## src/rtl/core/dqs_pkg.sv

```systemverilog
// ---------------------------------------------------------------------------
// Deque search unit package
// Shared types, operation codes and sizes for the bounded deque with a
// front-to-back membership search.
// ---------------------------------------------------------------------------
package dqs_pkg;

   localparam int DEPTH_DEFAULT = 16;
   localparam int FILL_W        = 5;
   localparam int VALUE_W       = 32;

   // Operation codes carried in the func field of a request.
   localparam logic [1:0] FUNC_PUSH_TAIL = 2'd0;
   localparam logic [1:0] FUNC_PUSH_HEAD = 2'd1;
   localparam logic [1:0] FUNC_SEARCH    = 2'd2;
   localparam logic [1:0] FUNC_CLEAR     = 2'd3;

   typedef struct packed {
      logic [1:0]                func;
      logic signed [VALUE_W-1:0] value;
   } req_type;

   typedef struct packed {
      logic              accepted;
      logic              found;
      logic              is_empty;
      logic [FILL_W-1:0] fill_count;
   } rsp_type;

   // Commands from the controller to the datapath.
   typedef struct packed {
      logic load;
      logic push_tail;
      logic push_head;
      logic clear;
      logic search_run;
      logic finish;
      logic found;
   } cmd_type;

   // Status from the datapath to the controller.
   typedef struct packed {
      logic [1:0] func;
      logic       empty;
      logic       hit;
      logic       exhausted;
   } status_type;

endpackage

```

## src/rtl/core/dqs_datapath.sv

```systemverilog
// ---------------------------------------------------------------------------
// Deque search datapath
// Ring store, head and count registers, search read port and comparator,
// and the registered result.
// ---------------------------------------------------------------------------
module dqs_datapath #(
   parameter int DEPTH = dqs_pkg::DEPTH_DEFAULT
) (
   input  logic                 clock,
   input  logic                 reset,
   input  dqs_pkg::req_type     req_data,
   input  dqs_pkg::cmd_type     cmd,
   output dqs_pkg::status_type  status,
   output dqs_pkg::rsp_type     rsp_data
);
   import dqs_pkg::*;

   localparam int IDX_W = (DEPTH > 1) ? $clog2(DEPTH) : 1;
   localparam int CNT_W = $clog2(DEPTH + 1);
   localparam int SUM_W = CNT_W + 1;

   logic signed [VALUE_W-1:0] mem [DEPTH];

   logic [1:0]                func_ff;
   logic signed [VALUE_W-1:0] value_ff;
   logic [IDX_W-1:0]          head_ff, head_in;
   logic [CNT_W-1:0]          count_ff, count_in;
   logic [CNT_W-1:0]          offset_ff;
   logic                      rd_vld_ff;
   logic signed [VALUE_W-1:0] rd_data_ff;
   rsp_type                   rsp_ff;

   logic             full;
   logic             push_ok;
   logic [SUM_W-1:0] tail_sum;
   logic [SUM_W-1:0] rd_sum;
   logic [IDX_W-1:0] tail_addr;
   logic [IDX_W-1:0] head_dec;
   logic [IDX_W-1:0] rd_addr;
   logic             rd_issue;

   assign full     = (count_ff == CNT_W'(DEPTH));
   assign push_ok  = (cmd.push_tail || cmd.push_head) && !full;
   assign rd_issue = cmd.search_run && (offset_ff < count_ff);

   // Ring positions: the sums stay below twice the depth, so one subtract folds them.
   assign tail_sum  = SUM_W'(head_ff) + SUM_W'(count_ff);
   assign tail_addr = (tail_sum >= SUM_W'(DEPTH)) ? IDX_W'(tail_sum - SUM_W'(DEPTH))
                                                  : IDX_W'(tail_sum);
   assign rd_sum    = SUM_W'(head_ff) + SUM_W'(offset_ff);
   assign rd_addr   = (rd_sum >= SUM_W'(DEPTH)) ? IDX_W'(rd_sum - SUM_W'(DEPTH))
                                                : IDX_W'(rd_sum);
   assign head_dec  = (head_ff == '0) ? IDX_W'(DEPTH - 1) : head_ff - IDX_W'(1);

   always_comb begin
      head_in  = head_ff;
      count_in = count_ff;
      if (cmd.clear) begin
         head_in  = '0;
         count_in = '0;
      end else if (push_ok) begin
         count_in = count_ff + CNT_W'(1);
         if (cmd.push_head) begin
            head_in = head_dec;
         end
      end
   end

   always_ff @(posedge clock) begin
      if (reset) begin
         head_ff   <= '0;
         count_ff  <= '0;
         offset_ff <= '0;
         rd_vld_ff <= 1'b0;
      end else begin
         head_ff  <= head_in;
         count_ff <= count_in;
         if (cmd.load) begin
            offset_ff <= '0;
            rd_vld_ff <= 1'b0;
         end else if (cmd.search_run) begin
            rd_vld_ff <= rd_issue;
            if (rd_issue) begin
               offset_ff <= offset_ff + CNT_W'(1);
            end
         end
      end
   end

   always_ff @(posedge clock) begin
      if (cmd.load) begin
         func_ff  <= req_data.func;
         value_ff <= req_data.value;
      end
   end

   // Single write port and a registered read port.
   always_ff @(posedge clock) begin
      if (push_ok) begin
         mem[cmd.push_head ? head_dec : tail_addr] <= value_ff;
      end
      if (rd_issue) begin
         rd_data_ff <= mem[rd_addr];
      end
   end

   always_ff @(posedge clock) begin
      if (cmd.finish) begin
         rsp_ff.accepted   <= !((cmd.push_tail || cmd.push_head) && full);
         rsp_ff.found      <= cmd.found;
         rsp_ff.is_empty   <= (count_in == '0);
         rsp_ff.fill_count <= FILL_W'(count_in);
      end
   end

   assign status.func      = func_ff;
   assign status.empty     = (count_ff == '0);
   assign status.hit       = rd_vld_ff && (rd_data_ff == value_ff);
   assign status.exhausted = rd_vld_ff && (offset_ff == count_ff);
   assign rsp_data         = rsp_ff;

endmodule

```

## src/rtl/core/dqs_controller.sv

```systemverilog
// ---------------------------------------------------------------------------
// Deque search controller
// Sequences each request: decode, the search loop, and the result strobe.
// ---------------------------------------------------------------------------
module dqs_controller (
   input  logic                clock,
   input  logic                reset,
   input  logic                start,
   output logic                busy,
   input  dqs_pkg::status_type status,
   output dqs_pkg::cmd_type    cmd,
   output logic                rsp_strobe
);
   import dqs_pkg::*;

   localparam logic [1:0] S_IDLE   = 2'd0;
   localparam logic [1:0] S_EXEC   = 2'd1;
   localparam logic [1:0] S_SEARCH = 2'd2;

   logic [1:0] state_ff, state_in;
   logic       strobe_ff;

   always_comb begin
      cmd      = '0;
      state_in = state_ff;
      case (state_ff)
         S_IDLE: begin
            if (start) begin
               cmd.load = 1'b1;
               state_in = S_EXEC;
            end
         end
         S_EXEC: begin
            case (status.func)
               FUNC_PUSH_TAIL: begin
                  cmd.push_tail = 1'b1;
                  cmd.finish    = 1'b1;
                  state_in      = S_IDLE;
               end
               FUNC_PUSH_HEAD: begin
                  cmd.push_head = 1'b1;
                  cmd.finish    = 1'b1;
                  state_in      = S_IDLE;
               end
               FUNC_SEARCH: begin
                  if (status.empty) begin
                     cmd.finish = 1'b1;
                     state_in   = S_IDLE;
                  end else begin
                     state_in = S_SEARCH;
                  end
               end
               default: begin
                  cmd.clear  = 1'b1;
                  cmd.finish = 1'b1;
                  state_in   = S_IDLE;
               end
            endcase
         end
         S_SEARCH: begin
            cmd.search_run = 1'b1;
            // Stop on the first match, or once the last held entry has been compared.
            if (status.hit || status.exhausted) begin
               cmd.finish = 1'b1;
               cmd.found  = status.hit;
               state_in   = S_IDLE;
            end
         end
         default: begin
            state_in = S_IDLE;
         end
      endcase
   end

   always_ff @(posedge clock) begin
      if (reset) begin
         state_ff  <= S_IDLE;
         strobe_ff <= 1'b0;
      end else begin
         state_ff  <= state_in;
         strobe_ff <= cmd.finish;
      end
   end

   assign busy       = (state_ff != S_IDLE);
   assign rsp_strobe = strobe_ff;

endmodule

```

## src/rtl/core/deque_with_membership_search_unit.sv

```systemverilog
// A push or clear runs in the execute state, then its result strobe is registered;
// a search over n held entries reads them in turn, stopping early on a match.
// A new request is taken in the cycle its predecessor's result is shown,
// and a search is bounded by the one-read-a-cycle store.
// Reset clears the head and count registers; store contents are undefined until pushed.
// The receiver cannot stall: each result is presented for exactly one cycle.
// ---------------------------------------------------------------------------
// Deque with membership search, top level
// Bounded double-ended queue of signed values in a ring store, with a
// front-to-back linear search; one result per request.
// ---------------------------------------------------------------------------
module deque_with_membership_search_unit #(
   parameter int DEPTH = dqs_pkg::DEPTH_DEFAULT
) (
   input  logic             clock,
   input  logic             reset,
   input  logic             start,
   output logic             busy,
   input  dqs_pkg::req_type req_data,
   output logic             rsp_strobe,
   output dqs_pkg::rsp_type rsp_data
);
   import dqs_pkg::*;

   cmd_type    cmd;
   status_type status;

   dqs_controller u_controller (
      .clock      (clock),
      .reset      (reset),
      .start      (start),
      .busy       (busy),
      .status     (status),
      .cmd        (cmd),
      .rsp_strobe (rsp_strobe)
   );

   dqs_datapath #(
      .DEPTH (DEPTH)
   ) u_datapath (
      .clock    (clock),
      .reset    (reset),
      .req_data (req_data),
      .cmd      (cmd),
      .status   (status),
      .rsp_data (rsp_data)
   );

   a_busy_after_start: assert property (@(posedge clock) disable iff (reset)
      (start && !busy) |=> busy)
      else $error("busy not raised after a start transfer");

   a_strobe_single: assert property (@(posedge clock) disable iff (reset)
      rsp_strobe |=> !rsp_strobe)
      else $error("two result strobes in consecutive cycles");

   a_empty_consistent: assert property (@(posedge clock) disable iff (reset)
      rsp_strobe |-> (rsp_data.is_empty == (rsp_data.fill_count == '0)))
      else $error("is_empty disagrees with fill_count");

   a_reject_not_found: assert property (@(posedge clock) disable iff (reset)
      (rsp_strobe && !rsp_data.accepted) |-> !rsp_data.found)
      else $error("rejected push reported a match");

endmodule
```

## config.mk

```make
export PLATFORM = sky130hd
export DESIGN_NAME = deque_with_membership_search_unit
export DESIGN_NICKNAME = d
export VERILOG_FILES = /design/src/rtl/core/dqs_pkg.sv /design/src/rtl/core/dqs_datapath.sv /design/src/rtl/core/dqs_controller.sv /design/src/rtl/core/deque_with_membership_search_unit.sv
export SDC_FILE = /design/constraint.sdc
export NUM_CORES = 1
export LEC_CHECK = 0
export BUFFER_PORTS_ARGS = -buffer_cell sky130_fd_sc_hd__buf_2
export CORE_UTILIZATION = 25
export DETAILED_ROUTE_END_ITERATION = 12
export GPL_TIMING_DRIVEN = 0
export PLACE_DENSITY = 0.44
export SETUP_SLACK_MARGIN = 0.4
export SLEW_MARGIN = 20
export SYNTH_ARGS = -nofsm -noshare
export SYNTH_HDL_FRONTEND = slang
export SYNTH_HIERARCHICAL = 1
export SYNTH_SLANG_ARGS = --single-unit
```

## constraint.sdc

```tcl
create_clock -name clock -period 12.45 [get_ports clock]
set_clock_uncertainty 0.05 [all_clocks]
set_input_delay 0 -clock clock [delete_from_list [all_inputs] [get_ports clock]]
set_output_delay 0 -clock clock [all_outputs]
set_load 0.01 [all_outputs]
```

==> impl_metrics.py <==
metrics = {
    "run_status": {
        "status": "complete, no violations",
    },
    "detailed_routing": {
        "routed.top_layer": "met4",
        "wl_per_cell_um": 21.99,
        "met2_length_um": 30490,
        "ant_nets": 0,
        "wl_met3_um": 2648,
        "m1WireLength_um": 26170,
        "wirelength_um": 60740,
        "route.detailed.drc": 0,
        "num_vias": 12355,
        "first_pass_iters": 5,
        "vias_per_cell": 4.473,
        "drt-initial-drc-count": 809,
    },
    "floorplanning": {
        "rows": 113,
        "start_util": 0.2527,
        "die_w_um": 311.9,
        "die_h_um": 311.9,
        "ios": 47,
        "die_area_um2": 97270,
        "core_area_um2": 95010,
    },
    "cells_and_area": {
        "area_delta_synth_final_pct": 23.51,
        "drive_gt1_frac": 0.2625,
        "final_cell_mix": "edfxtp_1, mux4_2, nand2_1, buf_2, clkbuf_16",
        "final_common_cell": "edfxtp_1",
        "multi_input_area_um2": 5793,
        "layout.nets": 1498,
        "antenna_cells": 0,
        "regArea_um2": 17960,
        "fillers": 9231,
    },
    "logic_synthesis": {
        "synth_top_family_by_area": "multiplexers",
        "syn_area_um2": 24010,
        "async_reset_ff_frac": 0,
        "synth_compound_area_frac": 0.04482,
        "synth_edf_count": 586,
        "ys_ff_latch": 604,
        "syn_inst": 1225,
        "synth_nets": 1283,
        "ys.flop_type": "edfxtp_1",
        "yosysSeqAreaShare": 0.7480,
        "yosysWarnings": 6,
        "synth_xor_area_frac": 0.01558,
        "synth_simple_gate_area_frac": 0.04232,
        "synthMuxAreaShare": 0.1218,
        "synth_fa_ha_area_frac": 0.01157,
        "synth.distinct_cells": 58,
        "avgSynthCellArea_um2": 19.60,
    },
    "worst_setup_path": {
        "required_ns": 12.63,
        "critical_path_class": "reg2reg",
        "reg2reg_slack_ns": 8.43,
        "r2r-start": "u_datapath/value_ff[10]$_DFFE_PP_",
        "cp_max_fo": 17,
        "arrival_ns": 4.20,
        "start_kind": "flip-flop",
        "cp-end-kind": "flip-flop",
        "rr_worst_depth": 7,
        "r2r-end": "u_datapath/rsp_data[6]$_DFFE_PP_",
    },
    "sta": {
        "slew_headroom": 0.2923,
        "tns_ns": 0,
        "final_max_slew_viol_count": 0,
        "min_period_over_period": 0.3231,
        "fin_crit_ns": 4.023,
        "worst_pin_slew_ns": 1.056,
        "setup_viol": 0,
        "fmax_ghz": 0.2486,
        "holdWs_ns": 0.05126,
        "rsz0062_at_grt": "false",
        "hold_violations": 0,
    },
    "placed_design": {
        "io_buffers": 46,
        "place.gp.congestion": 0.7320,
        "post-dp-hpwl_um": 41260,
    },
    "clock_tree": {
        "clock_latency_ns": 0.63,
        "clk_pin_slew_ns": 0.06,
        "clkSinkCount": 604,
        "clock-root-buffer": "clkbuf_16",
        "cts-resized-gates": 0,
        "cts_tree": "built",
        "numCtsBuffers": 70,
        "h-tree-depth": 3,
        "clock_path_buffers": 3,
    },
    "global_route": {
        "grt.overflow.total": 0,
        "grt_pass1_wl_um": 90280,
        "grt_usage": 0.1272,
        "grt_max_degree": 23,
        "grt_antenna_before_repair": 0,
        "first_global_vias": 13300,
    },
    "hold_path": {
        "whs_endpoint": "u_datapath/value_ff[1]$_DFFE_PP_",
        "holdCritPathClass": "in2reg",
        "holdPathStages": 2,
        "hp-start": "req_data[1]",
    },
    "run": {
        "max_cap_viol_count": 0,
    },
    "power_and_ir_drop": {
        "p_leak_nw": 9.431,
        "ir_drop_mv": 0.1029,
        "powerDensity_nw_per_um2": 158.6,
    },
}
[worst max-delay path by stage]
| stage | cells after the start | slack [ns] | startpoint | endpoint |
|---|---|---|---|---|
| 6_report | 7 | 8.43 | u_datapath/value_ff[10]$_DFFE_PP_ | u_datapath/rsp_data[6]$_DFFE_PP_ |
| 5_1_grt | 15 | 8.16 | u_controller/state_ff[1]$_SDFFE_PP0P_ | u_datapath/mem[8][7]$_DFFE_PP_ |
| 4_1_cts | 7 | 8.33 | u_datapath/value_ff[10]$_DFFE_PP_ | u_datapath/rsp_data[6]$_DFFE_PP_ |
| 3_5_place_dp | 7 | 8.39 | u_datapath/value_ff[10]$_DFFE_PP_ | u_datapath/rsp_data[7]$_DFFE_PP_ |
| 3_3_place_gp | 10 | 4.33 | u_controller/state_ff[1]$_SDFFE_PP0P_ | u_datapath/mem[9][8]$_DFFE_PP_ |
| 2_1_floorplan | 7 | 7.95 | u_datapath/head_ff[0]$_SDFFE_PP0P_ | u_datapath/mem[0][0]$_DFFE_PP_ |
[synthesized netlist by cell type, types with 3 or more instances]
library cell	instances	area, um2
nor3b_1	3	22.52
nand2b_1	7	43.79
nor4_1	9	56.30
nor3_1	7	35.03
nand3_1	47	235.2
buf_4	8	60.06
o31ai_1	3	22.52
and2_1	5	31.28
xnor2_1	6	52.55
nand2_1	74	277.8
o21ai_0	8	40.04
or3b_1	3	26.28
or2_2	3	18.77
edfxtp_1	586	17600
buf_2	26	130.1
nand4_1	6	37.54
dfxtp_1	18	360.4
a211o_1	32	280.3
o21a_1	3	22.52
mux2i_1	3	30.03
o21ai_1	3	15.01
nor2_1	21	78.83
buf_1	3	11.26
o211ai_1	64	480.5
clkbuf_1	27	101.4
nor2b_1	8	50.05
mux4_2	128	2883
inv_1	14	52.55
or4_1	3	22.52
xor2_1	33	289.0
a21oi_1	12	60.06
ha_1	19	237.7
[per-stage QoR]
stage	total power, mW	std cells	setup slack [ns]	utilization	cell area (um2)
finish	4.702	2762	8.427	0.3121	29650
global route	4.876	2762	8.162	0.3121	29650
CTS	4.782	2762	8.333	0.3121	29650
detailed placement	2.661	2584	8.389	0.2821	26800
global placement	2.643	2536	4.333	0.2718	25820
floorplan	2.534	1225	7.949	-	24010
[repair_timing]
item	CTS	global route
hold endpoints to repair	66	0
buffers inserted	0	0
hold buffers	49	0
[kinds of logic (layout without fill, tap and decap cells)]
kind of cell,after synthesis,in the layout
DFF,604,604
adders and majority gates,21,21
muxes,132,132
buffers and inverters,81,353
and+or+nand+nor,206,206
AOI/OAI and AO/OA,140,140
xor gates and xnor gates,41,41
[flip-flops by register name, summed over array words and instances, names as in the netlist, 2 cells and up]
| register | cells |
|---|---|
| u_datapath/mem | 512 |
| u_datapath/value_ff | 32 |
| u_datapath/count_ff | 5 |
| u_datapath/head_ff | 4 |
| u_datapath/offset_ff | 5 |
| u_datapath/rd_data_ff | 32 |
| u_datapath/rsp_data | 8 |
| u_datapath/func_ff | 2 |
| u_controller/state_ff | 2 |
[report_power, final]
part | switching [mW] | leakage (nW) | internal [mW]
Combinational | 0.159 | 2.84 | 0.129
Clock | 0.854 | 1.16 | 1.23
Sequential | 0.0473 | 5.43 | 2.29
[layout make-up]
cell class / instances / share of cell area
Clock inverter: 50 / 0.01852
Multi-Input combinational cell: 540 / 0.1954
Sequential cell: 604 / 0.6056
Buffer: 66 / 0.01097
Inverter: 15 / 0.001899
Clock buffer: 79 / 0.06093
Tap cell: 1265 / 0.05338
Timing Repair Buffer: 143 / 0.05330
[metal layers]
| metal | vias to the layer above | track usage |
|---|---|---|
| met2 | 240 | 0.2161 |
| li1 | 5492 | - |
| met4 | 0 | 0.04356 |
| met5 | - | 0 |
| met1 | 6549 | 0.1628 |
| met3 | 74 | 0.02236 |
[worst max-delay path, stage by stage (launching register included)]
cell and delay, ns:
edfxtp_1 0.70, xor2_1 0.28, nor4_1 0.83, nand3_1 0.14, nor3_1 0.73, o21a_1 0.19, a21oi_1 0.06, nor2b_1 0.63
(Power assumes the default switching activity.)
